<file path="config.mk">
export PLATFORM = sky130hd
export DESIGN_NAME = six_axis_offset_calibration_core_flat
export DESIGN_NICKNAME = d
export VERILOG_FILES = /design/src/design/sixax_pkg.sv /design/src/design/sixax_in_if.sv /design/src/design/sixax_out_if.sv /design/src/design/sixax_lane.sv /design/src/design/sixax_merge.sv /design/src/design/six_axis_offset_calibration_core.sv /design/src/flat_wrapper.sv
export SDC_FILE = /design/constraint.sdc
export NUM_CORES = 1
export LEC_CHECK = 0
export BUFFER_PORTS_ARGS = -buffer_cell sky130_fd_sc_hd__buf_2
export CORE_MARGIN = 5
export CORE_UTILIZATION = 25
export CTS_CLUSTER_DIAMETER = 120
export DETAILED_ROUTE_END_ITERATION = 10
export HOLD_SLACK_MARGIN = 0.12
export SYNTH_ARGS = -nofsm -noshare
export SYNTH_HDL_FRONTEND = slang
export SYNTH_SLANG_ARGS = --single-unit
</file>
<file path="constraint.sdc">
create_clock -name clk -period 8 [get_ports clk]
set_input_delay 0.4 -clock clk [delete_from_list [all_inputs] [get_ports clk]]
set_output_delay 0.4 -clock clk [all_outputs]
set_load 0.02 [all_outputs]
</file>
<file path="src/design/sixax_pkg.sv">
// ----------------------------------------------------------------------------
// Six-axis offset calibration package
// Shared widths, axis indexes, reset constants and the lane control struct.
// ----------------------------------------------------------------------------
package sixax_pkg;

  localparam int AXES    = 6;
  localparam int RAW_W   = 16;
  localparam int GRAV_W  = 15;

  // axis order: ax, ay, az, gx, gy, gz
  localparam int IDX_AX  = 0;
  localparam int IDX_AY  = 1;
  localparam int IDX_AZ  = 2;
  localparam int IDX_GX  = 3;
  localparam int IDX_GY  = 4;
  localparam int IDX_GZ  = 5;

  // one g in accelerometer counts after reset
  localparam logic [GRAV_W-1:0] GRAVITY_RESET = 15'd16383;

  // action codes
  localparam logic ACT_MEASURE   = 1'b0;
  localparam logic ACT_CALIBRATE = 1'b1;

  // per-cycle control broadcast to all lanes
  typedef struct packed {
    logic take;    // input transaction accepted this cycle
    logic cal;     // accepted item is a calibration sample
    logic done;    // accepted item closes a calibration run
    logic mul_en;  // load the reciprocal product
    logic upd_en;  // write the new offset
  } lane_ctrl_t;

endpackage

</file>
<file path="src/design/sixax_in_if.sv">
// ----------------------------------------------------------------------------
// Six-axis sample channel
// Valid/ready channel carrying the action flag and six raw sensor words.
// ----------------------------------------------------------------------------
interface sixax_in_if;
  logic        valid;
  logic        ready;
  logic        action;
  logic [15:0] accel_x_raw;
  logic [15:0] accel_y_raw;
  logic [15:0] accel_z_raw;
  logic [15:0] gyro_x_raw;
  logic [15:0] gyro_y_raw;
  logic [15:0] gyro_z_raw;

  modport source (
    output valid, action, accel_x_raw, accel_y_raw, accel_z_raw,
           gyro_x_raw, gyro_y_raw, gyro_z_raw,
    input  ready
  );

  modport sink (
    input  valid, action, accel_x_raw, accel_y_raw, accel_z_raw,
           gyro_x_raw, gyro_y_raw, gyro_z_raw,
    output ready
  );
endinterface

</file>
<file path="src/design/sixax_out_if.sv">
// ----------------------------------------------------------------------------
// Six-axis result channel
// Valid/ready channel carrying six corrected values and the done flag.
// ----------------------------------------------------------------------------
interface sixax_out_if;
  logic               valid;
  logic               ready;
  logic signed [15:0] accel_x_out;
  logic signed [15:0] accel_y_out;
  logic signed [15:0] accel_z_out;
  logic signed [15:0] gyro_x_out;
  logic signed [15:0] gyro_y_out;
  logic signed [15:0] gyro_z_out;
  logic               cal_done;

  modport source (
    output valid, accel_x_out, accel_y_out, accel_z_out,
           gyro_x_out, gyro_y_out, gyro_z_out, cal_done,
    input  ready
  );

  modport sink (
    input  valid, accel_x_out, accel_y_out, accel_z_out,
           gyro_x_out, gyro_y_out, gyro_z_out, cal_done,
    output ready
  );
endinterface

</file>
<file path="src/design/sixax_lane.sv">
// ----------------------------------------------------------------------------
// Six-axis calibration lane
// One axis: offset subtraction, raw-sample accumulator and the averaging
// divide, done as abs, multiply by a constant reciprocal, then sign and
// gravity correction over three register stages.
// ----------------------------------------------------------------------------
module sixax_lane
  import sixax_pkg::*;
#(
  parameter int CAL_SAMPLES = 128
) (
  input  logic              clk,
  input  logic              rst_n,
  input  lane_ctrl_t        ctrl,
  input  logic [RAW_W-1:0]  raw,
  input  logic [GRAV_W-1:0] grav,
  output logic [RAW_W-1:0]  diff
);

  // sum of CAL_SAMPLES signed 16-bit words never overflows this width
  localparam int LOG_N  = $clog2(CAL_SAMPLES);
  localparam int SUM_W  = RAW_W + LOG_N;
  localparam int MAG_W  = SUM_W;
  localparam int SHIFT  = MAG_W + LOG_N;
  localparam int PROD_W = 2 * MAG_W + 1;
  // ceil(2^SHIFT / N): exact floor division for every magnitude below 2^MAG_W
  localparam logic [63:0] RCP_FULL =
    ((64'd1 << SHIFT) + 64'(CAL_SAMPLES) - 64'd1) / 64'(CAL_SAMPLES);
  localparam logic [MAG_W:0] RCP = RCP_FULL[MAG_W:0];

  logic [SUM_W-1:0]  sum_r;
  logic [SUM_W-1:0]  sum_nxt;
  logic [RAW_W-1:0]  offset_r;
  logic [RAW_W-1:0]  offset_nxt;
  logic [MAG_W-1:0]  mag_r;
  logic [MAG_W-1:0]  mag_nxt;
  logic              sign_r;
  logic [PROD_W-1:0] prod_r;
  logic [RAW_W-1:0]  quot;

  // corrected value, wraps mod 2^16
  assign diff = raw - offset_r;

  // accumulate the raw sample, sign extended
  assign sum_nxt = sum_r + {{LOG_N{raw[RAW_W-1]}}, raw};
  assign mag_nxt = sum_nxt[SUM_W-1] ? (~sum_nxt + 1'b1) : sum_nxt;

  // truncate toward zero: divide the magnitude, restore the sign
  assign quot       = prod_r[SHIFT +: RAW_W];
  assign offset_nxt = (sign_r ? (~quot + 1'b1) : quot) - {1'b0, grav};

  // accumulator and offset
  always_ff @(posedge clk) begin
    if (!rst_n) begin
      sum_r    <= '0;
      offset_r <= '0;
    end else begin
      if (ctrl.take && ctrl.cal) begin
        sum_r <= ctrl.done ? '0 : sum_nxt;
      end
      if (ctrl.upd_en) begin
        offset_r <= offset_nxt;
      end
    end
  end

  // divide pipeline
  always_ff @(posedge clk) begin
    if (ctrl.take && ctrl.done) begin
      mag_r  <= mag_nxt;
      sign_r <= sum_nxt[SUM_W-1];
    end
    if (ctrl.mul_en) begin
      prod_r <= PROD_W'(mag_r * RCP);
    end
  end

endmodule

</file>
<file path="src/design/sixax_merge.sv">
// ----------------------------------------------------------------------------
// Six-axis result merge
// Gathers the lane results and the done flag into the output register.
// ----------------------------------------------------------------------------
module sixax_merge
  import sixax_pkg::*;
(
  input  logic                        clk,
  input  logic                        rst_n,
  input  logic                        take,
  input  logic                        done,
  input  logic [AXES-1:0][RAW_W-1:0]  diff,
  output logic                        room,
  sixax_out_if.source                 out_s
);

  logic                       valid_r;
  logic [AXES-1:0][RAW_W-1:0] data_r;
  logic                       done_r;

  // register is free when empty or being drained this cycle
  assign room = !valid_r || out_s.ready;

  always_ff @(posedge clk) begin
    if (!rst_n) begin
      valid_r <= 1'b0;
    end else if (take) begin
      valid_r <= 1'b1;
    end else if (out_s.ready) begin
      valid_r <= 1'b0;
    end
  end

  always_ff @(posedge clk) begin
    if (take) begin
      data_r <= diff;
      done_r <= done;
    end
  end

  assign out_s.valid       = valid_r;
  assign out_s.accel_x_out = data_r[IDX_AX];
  assign out_s.accel_y_out = data_r[IDX_AY];
  assign out_s.accel_z_out = data_r[IDX_AZ];
  assign out_s.gyro_x_out  = data_r[IDX_GX];
  assign out_s.gyro_y_out  = data_r[IDX_GY];
  assign out_s.gyro_z_out  = data_r[IDX_GZ];
  assign out_s.cal_done    = done_r;

endmodule

</file>
<file path="src/design/six_axis_offset_calibration_core.sv">
// Each accepted input transaction is written to the output register in the next cycle.
// Throughput: one item per cycle while the output register has room; after the
// item that closes a calibration run, input stalls while the six lane dividers
// (abs, reciprocal multiply, sign/gravity fix) write the new offsets.
// Reset: synchronous active-low rst_n clears offsets, sums, count and valid
// state, and sets the gravity register grav_r to 16383.
// ----------------------------------------------------------------------------
// Six-axis offset calibration core
// Six parallel lanes subtract offsets and accumulate calibration samples; a
// merge stage holds the combined result.
// ----------------------------------------------------------------------------
module six_axis_offset_calibration_core
  import sixax_pkg::*;
#(
  parameter int CAL_SAMPLES = 128
) (
  input  logic              clk,
  input  logic              rst_n,
  input  logic              cfg_we,
  input  logic [GRAV_W-1:0] cfg_wdata,
  sixax_in_if.sink          in_s,
  sixax_out_if.source       out_s
);

  localparam int CNT_W = $clog2(CAL_SAMPLES);
  localparam logic [CNT_W-1:0] CNT_LAST = CNT_W'(CAL_SAMPLES - 1);

  logic [GRAV_W-1:0]          grav_r;
  logic [CNT_W-1:0]           count_r;
  logic                       mul_r;
  logic                       upd_r;
  logic                       room;
  logic                       take;
  logic                       is_cal;
  logic                       done;
  lane_ctrl_t                 ctrl;
  logic [AXES-1:0][RAW_W-1:0] raw;
  logic [AXES-1:0][RAW_W-1:0] diff;

  // handshake: hold off while offsets are being rewritten or the output register is full
  assign in_s.ready = room && !mul_r && !upd_r;
  assign take       = in_s.valid && in_s.ready;
  assign is_cal     = (in_s.action == ACT_CALIBRATE);
  assign done       = is_cal && (count_r == CNT_LAST);

  assign ctrl.take   = take;
  assign ctrl.cal    = is_cal;
  assign ctrl.done   = done;
  assign ctrl.mul_en = mul_r;
  assign ctrl.upd_en = upd_r;

  assign raw[IDX_AX] = in_s.accel_x_raw;
  assign raw[IDX_AY] = in_s.accel_y_raw;
  assign raw[IDX_AZ] = in_s.accel_z_raw;
  assign raw[IDX_GX] = in_s.gyro_x_raw;
  assign raw[IDX_GY] = in_s.gyro_y_raw;
  assign raw[IDX_GZ] = in_s.gyro_z_raw;

  // gravity register
  always_ff @(posedge clk) begin
    if (!rst_n) begin
      grav_r <= GRAVITY_RESET;
    end else if (cfg_we) begin
      grav_r <= cfg_wdata;
    end
  end

  // calibration sample count and divide sequencing
  always_ff @(posedge clk) begin
    if (!rst_n) begin
      count_r <= '0;
      mul_r   <= 1'b0;
      upd_r   <= 1'b0;
    end else begin
      if (take && is_cal) begin
        count_r <= done ? '0 : count_r + 1'b1;
      end
      mul_r <= take && done;
      upd_r <= mul_r;
    end
  end

  // one lane per axis; only z accel removes gravity
  for (genvar g = 0; g < AXES; g++) begin : g_lane
    sixax_lane #(
      .CAL_SAMPLES (CAL_SAMPLES)
    ) u_lane (
      .clk   (clk),
      .rst_n (rst_n),
      .ctrl  (ctrl),
      .raw   (raw[g]),
      .grav  ((g == IDX_AZ) ? grav_r : '0),
      .diff  (diff[g])
    );
  end

  sixax_merge u_merge (
    .clk   (clk),
    .rst_n (rst_n),
    .take  (take),
    .done  (done),
    .diff  (diff),
    .room  (room),
    .out_s (out_s)
  );

  // a run end walks the divide sequence and then lifts the divide stall on the input
  a_div_seq: assert property (@(posedge clk) disable iff (!rst_n)
    take && done |=> mul_r ##1 upd_r ##1 (!mul_r && !upd_r))
    else $error("divide sequence out of order");

  // every transaction lands in the output register
  a_take_out: assert property (@(posedge clk) disable iff (!rst_n)
    take |=> out_s.valid)
    else $error("accepted item missing from output");

  // run end carries done out and restarts the count
  a_done_out: assert property (@(posedge clk) disable iff (!rst_n)
    take && done |=> out_s.cal_done && (count_r == '0))
    else $error("run end not flagged or count not cleared");

endmodule

</file>
<file path="src/flat_wrapper.sv">
// flat-port wrapper written by rule: the top's interface ports become plain ports
module six_axis_offset_calibration_core_flat import sixax_pkg::*;
#(
  parameter int CAL_SAMPLES = 128
)
  (clk, rst_n, cfg_we, cfg_wdata, in_s_valid, in_s_action, in_s_accel_x_raw, in_s_accel_y_raw, in_s_accel_z_raw, in_s_gyro_x_raw, in_s_gyro_y_raw, in_s_gyro_z_raw, in_s_ready, out_s_valid, out_s_accel_x_out, out_s_accel_y_out, out_s_accel_z_out, out_s_gyro_x_out, out_s_gyro_y_out, out_s_gyro_z_out, out_s_cal_done, out_s_ready);
  sixax_in_if in_s_i ();
  sixax_out_if out_s_i ();
  input  logic clk;
  input  logic rst_n;
  input  logic cfg_we;
  input  logic [GRAV_W-1:0] cfg_wdata;
  input wire logic [$bits(in_s_i.valid)-1:0] in_s_valid;
  input wire logic [$bits(in_s_i.action)-1:0] in_s_action;
  input wire logic [$bits(in_s_i.accel_x_raw)-1:0] in_s_accel_x_raw;
  input wire logic [$bits(in_s_i.accel_y_raw)-1:0] in_s_accel_y_raw;
  input wire logic [$bits(in_s_i.accel_z_raw)-1:0] in_s_accel_z_raw;
  input wire logic [$bits(in_s_i.gyro_x_raw)-1:0] in_s_gyro_x_raw;
  input wire logic [$bits(in_s_i.gyro_y_raw)-1:0] in_s_gyro_y_raw;
  input wire logic [$bits(in_s_i.gyro_z_raw)-1:0] in_s_gyro_z_raw;
  output wire logic [$bits(in_s_i.ready)-1:0] in_s_ready;
  output wire logic [$bits(out_s_i.valid)-1:0] out_s_valid;
  output wire logic [$bits(out_s_i.accel_x_out)-1:0] out_s_accel_x_out;
  output wire logic [$bits(out_s_i.accel_y_out)-1:0] out_s_accel_y_out;
  output wire logic [$bits(out_s_i.accel_z_out)-1:0] out_s_accel_z_out;
  output wire logic [$bits(out_s_i.gyro_x_out)-1:0] out_s_gyro_x_out;
  output wire logic [$bits(out_s_i.gyro_y_out)-1:0] out_s_gyro_y_out;
  output wire logic [$bits(out_s_i.gyro_z_out)-1:0] out_s_gyro_z_out;
  output wire logic [$bits(out_s_i.cal_done)-1:0] out_s_cal_done;
  input wire logic [$bits(out_s_i.ready)-1:0] out_s_ready;
  assign in_s_i.valid = in_s_valid;
  assign in_s_i.action = in_s_action;
  assign in_s_i.accel_x_raw = in_s_accel_x_raw;
  assign in_s_i.accel_y_raw = in_s_accel_y_raw;
  assign in_s_i.accel_z_raw = in_s_accel_z_raw;
  assign in_s_i.gyro_x_raw = in_s_gyro_x_raw;
  assign in_s_i.gyro_y_raw = in_s_gyro_y_raw;
  assign in_s_i.gyro_z_raw = in_s_gyro_z_raw;
  assign in_s_ready = in_s_i.ready;
  assign out_s_valid = out_s_i.valid;
  assign out_s_accel_x_out = out_s_i.accel_x_out;
  assign out_s_accel_y_out = out_s_i.accel_y_out;
  assign out_s_accel_z_out = out_s_i.accel_z_out;
  assign out_s_gyro_x_out = out_s_i.gyro_x_out;
  assign out_s_gyro_y_out = out_s_i.gyro_y_out;
  assign out_s_gyro_z_out = out_s_i.gyro_z_out;
  assign out_s_cal_done = out_s_i.cal_done;
  assign out_s_i.ready = out_s_ready;
  six_axis_offset_calibration_core #(.CAL_SAMPLES(CAL_SAMPLES)) u_core (.clk(clk), .rst_n(rst_n), .cfg_we(cfg_we), .cfg_wdata(cfg_wdata), .in_s(in_s_i), .out_s(out_s_i));
endmodule
</file>
==> summary.txt, run 1 <==
Run status
  – Outcome: complete, no violations

STA
  – Slew HR: 0.265
  – Slew of the pin with the lowest slew margin: between 1 and 1.5 ns
  – Fraction of the cycle the final worst path needs: 0.542
  – Number of hold violations in the final report: 0
  – Final sum of negative setup slack: 0 ns
  – Largest clock skew in the final design: 0.0289 ns
  – Final Max Slew Viols: 0
  – Min cycle time layout: 4.34 ns
  – Maximum clock rate: roughly 0.23 GHz
  – Unrepaired setup endpoints after global routing: false
  – Final setup violation count: 0

Die
  – Die Span Y: between 300 and 400 microns
  – Initial standard-cell utilization of the core: 0.251
  – Cell Rows: ~130
  – # IOs: ~220
  – Core footprint: between 100,000 and 150,000 sq um
  – Horiz. Die Dim: 375 microns
  – Die outline area: roughly 140,000 sq um

Min path
  – Hold endpoint: u_core.g_lane[4].u_lane.sum_r[14]
  – Worst hold-check path type: input port to flop
  – Hold path startpoint: rst_n
  – Cell depth of the worst min-delay path: 2

Layout
  – Share of cells above drive strength 1: 0.105
  – Number of inserted filler cells in the final layout: 13.9k
  – Net total in the final layout: 4,023
  – Layout Area Growth over Synthesis: 16.9%
  – Fraction of the core area covered by cells at the end of the flow: 0.293

Critical path
  – Number of cell instances on the worst register-to-register path: 8
  – Crit path capture type: flop
  – CP Data Arrival Time: 4.93 ns
  – Startpoint-to-endpoint class of the critical path: flop to flop
  – Worst-case register-to-register setup slack: ~3.7 ns
  – Worst reg2reg path startpoint: u_core.upd_r
  – Crit start category: flop
  – CP required: 8.59 ns
  – Largest fanout on the critical path: 57
  – Worst flop-to-flop path endpoint: u_core.g_lane[3].u_lane.sum_r[13]

Synthesis
  – Post-synthesis instance area: between 30,000 and 40,000 sq um
  – Syn_nets: approximately 3.8k
  – Multiplexer share of the synthesized area: 0.0138
  – Synth Area in Compound Gates: 0.179
  – Main area contributors after synthesis: sky130_fd_sc_hd__edfxtp_1 27%, sky130_fd_sc_hd__dfxtp_1 16%, sky130_fd_sc_hd__ha_1 9.1%
  – Xor-xnor portion of the synthesized cell area: 0.0918
  – Number of register bits inferred by synthesis: roughly 550
  – Adder-cell share of the synthesized area: 0.0992
  – Number of enable flip-flop cells after synthesis: 295
  – Most frequently used flop master after synthesis: sky130_fd_sc_hd__edfxtp_1
  – Post-synthesis sequential area ratio: 0.421
  – Top cells by instance count after synthesis: 295 x sky130_fd_sc_hd__edfxtp_1, 284 x sky130_fd_sc_hd__nand2_1, 259 x sky130_fd_sc_hd__dfxtp_1, 244 x sky130_fd_sc_hd__ha_1, 226 x sky130_fd_sc_hd__xnor2_1
  – Number of distinct library cell variants in the gate-level netlist after synthesis: 85
  – Share of flip-flops with an asynchronous set or reset: 0
  – Portion of synthesized cell area occupied by the leading cell type: 0.265
  – Syn avg cell area: between 9 and 10 sq um
  – Simple-gate share of the synthesized area: 0.160
  – Yosys top cell by area: sky130_fd_sc_hd__edfxtp_1
  – Synth warn: 0
  – Most repeated cell in the gate-level netlist after synthesis: sky130_fd_sc_hd__edfxtp_1
  – Largest family of logic cells by synthesized area: compound AO/OA/AOI/OAI gates
  – Number of cells produced by synthesis: between 3k and 4k

GRT
  – Antenna violations before repair: 19
  – Pin count of the biggest net entering global routing: 80
  – Met3 track utilization from global routing: 0.0241
  – Routing usage on met1: 0.162
  – GR Util All Layers: 0.124
  – Routing layer with the top usage in global route: met2
  – Global routing met2 resource utilization: 0.207
  – Vias in the first global route: 25.0k
  – Total global routing overflow: 0
  – First-pass GRT wire length: 139 mm

Clocking
  – Clock-pin slew on the worst setup and hold paths: ~0.060 ns
  – Master cell of the clock root buffer: sky130_fd_sc_hd__clkbuf_16
  – CTS tree: done
  – Maximum clock path buffer count: 3
  – # H-tree levels: 3
  – CTS Buf Count: 73
  – Worst skew pair latency: approximately 0.66 ns
  – Buffers inserted by post-CTS timing repair: 0
  – # clock sinks: approximately 550

Drt
  – Detailed Route WL: between 80 and 90 mm
  – DR iter-0 viols: about 1.5k
  – Via count: between 20k and 30k
  – Average wire length per cell after detail routing: approximately 16 microns
  – DRC errors left: 0
  – Vias/cell: around 4.7
  – TritonRoute pass-1 iters: 5
  – Count of antenna-violating nets left after detailed routing: 0

Placed design
  – Total of buffers placed on input and output ports: between 200 and 250
  – RePlAce Congestion: around 0.85
  – DP Wirelength: 65.8 mm

Power
  – Post-layout total power: around 8 mW
  – Max IR drop VDD: approximately 0.13 mV
  – Power density of the placed cells: between 200 and 250 nW/um^2
  – Leakage component of the power: between 15 and 20 nW

Run
  – Max_cap viols: 0
## worst max-delay path by stage
stage	startpoint	to	slack (ns)
floorplan	u_core.mul_r	u_core.g_lane[0].u_lane.mag_r[10]	0.56
global placement	in_s_gyro_x_raw[0]	u_core.g_lane[3].u_lane.mag_r[19]	3.42
detailed placement	in_s_gyro_x_raw[0]	u_core.g_lane[3].u_lane.mag_r[19]	3.46
CTS	u_core.upd_r	u_core.g_lane[3].u_lane.sum_r[13]	3.53
global route	u_core.upd_r	u_core.g_lane[3].u_lane.sum_r[13]	3.25
finish	u_core.upd_r	u_core.g_lane[3].u_lane.sum_r[13]	3.66
## report_power, final
part / internal, mW / switching (mW)
registers: 3.14 / 0.0420
logic: 0.584 / 0.878
clock network: 1.93 / 1.35
total: 5.66 / 2.27
## cells in the final DEF, fill, tap and decap left out, drive strengths merged, types with 57 or more instances in the layout
master	netlist	routed
clkbuf	99	96
nand2	284	284
edfxtp	295	295
buf	12	231
nand3	71	71
a21oi	137	137
a22oi	88	88
xor2	124	124
ha	244	244
xnor2	226	226
nor3	57	57
dfxtp	259	259
a21o	57	57
o21ai	185	185
inv	209	215
nor2b	176	176
nor2	217	217
## cell type report
type	instances	area [sq um]	share of cell area
clock buffer	96	2020	0.0517
clock inverter	40	394	0.0101
inverter	209	790	0.0202
multi-input combinational	2563	18200	0.466
tap	1768	2210	0.0567
sequential	554	14100	0.360
timing repair buffer	248	1370	0.0352
antenna	3	7.51	0.000192
## critical path, cell delays in order, from the launching register on
cell and delay (ns):
sky130_fd_sc_hd__dfxtp_4 0.54, sky130_fd_sc_hd__nor3_1 0.38, sky130_fd_sc_hd__nand2_1 0.27, sky130_fd_sc_hd__inv_6 0.51, sky130_fd_sc_hd__nand2_4 0.45, sky130_fd_sc_hd__nor2_4 0.89
sky130_fd_sc_hd__buf_4 0.74, sky130_fd_sc_hd__a22oi_1 0.17, sky130_fd_sc_hd__nor2b_1 0.15
## sequential cells by signal, summed over array words and instances (netlist names)
register,count
u_core.g_lane.u_lane.sign_r,6
u_core.g_lane.u_lane.offset_r,96
u_core.count_r,7
u_core.u_merge.out_s.gyro_y_out,16
u_core.u_merge.out_s.accel_x_out,16
u_core.u_merge.out_s.accel_z_out,16
u_core.u_merge.out_s.accel_y_out,16
u_core.mul_r,1
u_core.u_merge.out_s.gyro_z_out,16
u_core.u_merge.out_s.valid,1
u_core.g_lane.u_lane.prod_r,96
u_core.g_lane.u_lane.sum_r,138
u_core.upd_r,1
u_core.u_merge.out_s.gyro_x_out,16
u_core.u_merge.out_s.cal_done,1
u_core.grav_r,15
u_core.g_lane.u_lane.mag_r,96
## cells by family (layout without fill, tap and decap cells)
kind of cell / count (synthesis) / in the layout
buf+inv: 320 / 593
fa+ha+maj: 257 / 257
flops: 554 / 554
other cells: 0 / 3
compound gates: 858 / 858
mux: 46 / 46
simple gates: 1052 / 1052
xor+xnor: 350 / 350
## through the flow
| step | std cells | setup WS (ns) | hold slack [ns] | area (sq um) |
|---|---|---|---|---|
| after floorplan | 3437 | 0.565 | 0.400 | 33400 |
| after global placement | 5325 | 3.42 | 0.401 | 36400 |
| final | 5481 | 3.66 | 0.219 | 39000 |
| after CTS | 5478 | 3.53 | 0.151 | 39000 |
| after global routing | 5478 | 3.25 | 0.202 | 39000 |
| after detailed placement | 5325 | 3.46 | 0.405 | 36400 |
## routing by layer
metal / up-vias / share of wire
met5: - / 0.00037
met4: 4 / 0.020
met3: 126 / 0.045
met2: 461 / 0.46
met1: 12300 / 0.47
li1: 12900 / -
## repair_timing
| action | in CTS | in global routing |
|---|---|---|
| gates resized for setup | 0 | 0 |
| hold buffers | 17 | 0 |
| hold endpoints to repair | 17 | 0 |
Note: power is estimated with default switching activity, not from simulation.
==> inputs of run 2 (changes only) <==
==> constraint.sdc (replaced) <==
create_clock -name clk -period 4.4 [get_ports clk]
set_input_delay 0.22 -clock clk [delete_from_list [all_inputs] [get_ports clk]]
set_output_delay 0.22 -clock clk [all_outputs]
set_load 0.02 [all_outputs]
==> summary.txt, run 2 (synthesized netlist as in run 1, its figures left out) <==
Run status
  – Outcome: complete, no violations

Layout
  – Most common cell after layout, fill and taps aside: sky130_fd_sc_hd__edfxtp_1
  – Flip-flop count of the largest register, all copies and words added: 138
  – Fraction of the core area covered by cells at the end of the flow: 0.303
  – Area of the multi-input gates: between 15,000 and 20,000 sq um
  – Share of cells above drive strength 1: 0.113
  – Net total in the final layout: around 4.1k
  – Highest-count cells in the layout ignoring fill and taps: 295 x sky130_fd_sc_hd__edfxtp_1, 282 x sky130_fd_sc_hd__nand2_1, 257 x sky130_fd_sc_hd__dfxtp_1
  – Final instance count without filler cells: ~5.6k
  – Register with the most flip-flops: u_core.g_lane.u_lane.sum_r
  – Storage element area: around 14,000 sq um
  – Number of inserted filler cells in the final layout: 13.8k
  – Layout Area Growth over Synthesis: 20.9%

Power
  – Switch Pwr: 4.20 mW
  – Leakage component of the power: approximately 16 nW
  – Proportion of power drawn by combinational gates: 0.189
  – Relative contribution of the clock network to total power: 0.422
  – Power density of the placed cells: approximately 370 nW/um^2
  – Switching share of total power: 0.283
  – Post-layout total power: about 15 mW
  – Internal power summed over all cells: around 11 mW
  – Max IR drop VDD: 0.225 mV
  – Portion of total power attributed to sequential cells: 0.389

STA
  – Final Max Slew Viols: 0
  – Final sum of negative setup slack: 0 ns
  – WHS: approximately 0.17 ns
  – Fraction of the cycle the final worst path needs: 0.952
  – Min cycle time layout: between 4 and 5 ns
  – Largest clock skew in the final design: 0.0243 ns
  – Slew of the pin with the lowest slew margin: between 0.9 and 1 ns
  – Final setup violation count: 0
  – Slew HR: 0.399
  – Number of hold violations in the final report: 0
  – Maximum clock rate: about 0.24 GHz
  – Unrepaired setup endpoints after global routing: false

GRT
  – Routing layer with the top usage in global route: met2
  – Met3 track utilization from global routing: 0.0239
  – Pin count of the biggest net entering global routing: around 150
  – Total global routing overflow: 0
  – Routing usage on met1: 0.168
  – First-pass GRT wire length: ~140 mm
  – Vias in the first global route: 25.9k
  – GR Util All Layers: 0.128
  – Global routing met2 resource utilization: 0.213
  – Antenna violations before repair: 17

Die
  – Initial standard-cell utilization of the core: 0.251
  – Core footprint: between 100,000 and 150,000 sq um
  – Die outline area: roughly 140,000 sq um
  – Cell Rows: approximately 130
  – Horiz. Die Dim: roughly 380 microns
  – Die Span Y: between 300 and 400 microns
  – # IOs: around 220

Min path
  – Worst hold-check path type: input port to flop

Critical path
  – Slowest cell on the critical path: sky130_fd_sc_hd__a2111oi_0
  – Largest fanout on the critical path: 8
  – CP Data Arrival Time: ~4.6 ns
  – CP bufs+invs: 0
  – CP top delay family: compound AO/OA/AOI/OAI gates
  – Most used cell, CP: sky130_fd_sc_hd__a2111oi_0
  – Slowest Stage Delay on Critical Path: slightly above 0.7 ns
  – CP cell instances: ha_1 > a2111oi_0 > o31a_1 > nor3_1 > or3_1 > a2111oi_0 > and3_1 > nand3b_1 > or4b_1 > o21ai_1 > xor2_1
  – Startpoint-to-endpoint class of the critical path: flop to flop
  – Crit path capture type: flop
  – CP required: 4.79 ns
  – Crit start category: flop

Clocking
  – Clock-pin slew on the worst setup and hold paths: around 0.060 ns
  – CTS tree: done
  – CTS Buf Count: 72
  – # clock sinks: about 550
  – Worst skew pair latency: about 0.67 ns
  – # H-tree levels: 3
  – Maximum clock path buffer count: 3
  – Master cell of the clock root buffer: sky130_fd_sc_hd__clkbuf_16
  – Buffers inserted by post-CTS timing repair: 0

Placed design
  – Total of buffers placed on input and output ports: ~220
  – RePlAce Congestion: about 0.83
  – Number of placed instances, taps included: approximately 5.4k
  – DP Wirelength: 66.5 mm

Run
  – Max_cap viols: 0

Drt
  – Via count: around 26k
  – Count of antenna-violating nets left after detailed routing: 0
  – Vias/cell: about 4.7
  – DRC errors left: 0
  – TritonRoute pass-1 iters: 7
  – DR iter-0 viols: approximately 1.6k
  – Average wire length per cell after detail routing: between 15 and 20 microns
  – Detailed Route WL: 92.4 mm
[run 2: cell count changes in the layout (fill, tap and decap cells not counted), sizes merged]
cell         before  now
diode             3    4
inv             215  214
bufinv            4   11
buf             231  262
clkinv           20   27
dlygate4sd3      17  106
clkbuf           96   81
[run 2: power groups by stage]
stage	registers (mW)	clock network (mW)	logic, mW
floorplan	5.99	0	1.86
global placement	5.89	0	2.68
detailed placement	5.90	0	2.72
CTS	5.79	6.51	2.81
global route	5.80	6.72	3.12
finish	5.79	6.27	2.81
[run 2: worst reg2reg max path, delay by kind of cell (launching register included)]
| family | cells | cell delay [ns] |
|---|---|---|
| flops | 1 | 0.31 |
| fa+ha+maj | 1 | 0.39 |
| simple gates | 5 | 1.40 |
| xor+xnor | 1 | 0.08 |
| compound gates | 4 | 1.74 |
[run 2: path summary, 6_finish.rpt]
path	cells after the start	endpoint	slack (ns)	start
worst max-delay path	11	u_core.g_lane[1].u_lane.mag_r[21]	0.21	u_core.g_lane[1].u_lane.sum_r[4]
worst min-delay path	3	u_core.u_merge.out_s.accel_x_out[2]	0.17	in_s_accel_x_raw[2]
worst max register to register	11	u_core.g_lane[1].u_lane.mag_r[21]	0.21	u_core.g_lane[1].u_lane.sum_r[4]
worst min register to register	0	u_core.g_lane[5].u_lane.prod_r[41]	0.42	u_core.g_lane[5].u_lane.mag_r[18]
[run 2: routing by layer]
layer | up-vias | routed length [microns]
met5 | - | 34
met4 | 4 | 1980
met3 | 122 | 4750
met2 | 534 | 42600
met1 | 12500 | 43000
li1 | 13100 | -
[run 2: layout make-up]
type | count | area share
Multi-Input combinational cell | 2563 | 0.451
Sequential cell | 554 | 0.348
Timing Repair Buffer | 368 | 0.0637
Tap cell | 1768 | 0.0548
Clock buffer | 81 | 0.0468
Inverter | 209 | 0.0195
Clock inverter | 53 | 0.0158
Antenna cell | 4 | 0.000248
[run 2: repair_timing]
item	in CTS	in global routing
hold buffers	106	0
hold endpoints to repair	140	0
gates resized for setup	0	4
setup endpoints to repair	0	6
[run 2: metrics by stage]
step                      setup WS (ns)  area [sq um]
after floorplan                   0.165         33400
after global placement            0.110         36700
after detailed placement         0.0569         36700
after CTS                         0.107         40300
after global routing             0.0116         40400
final                             0.212         40400
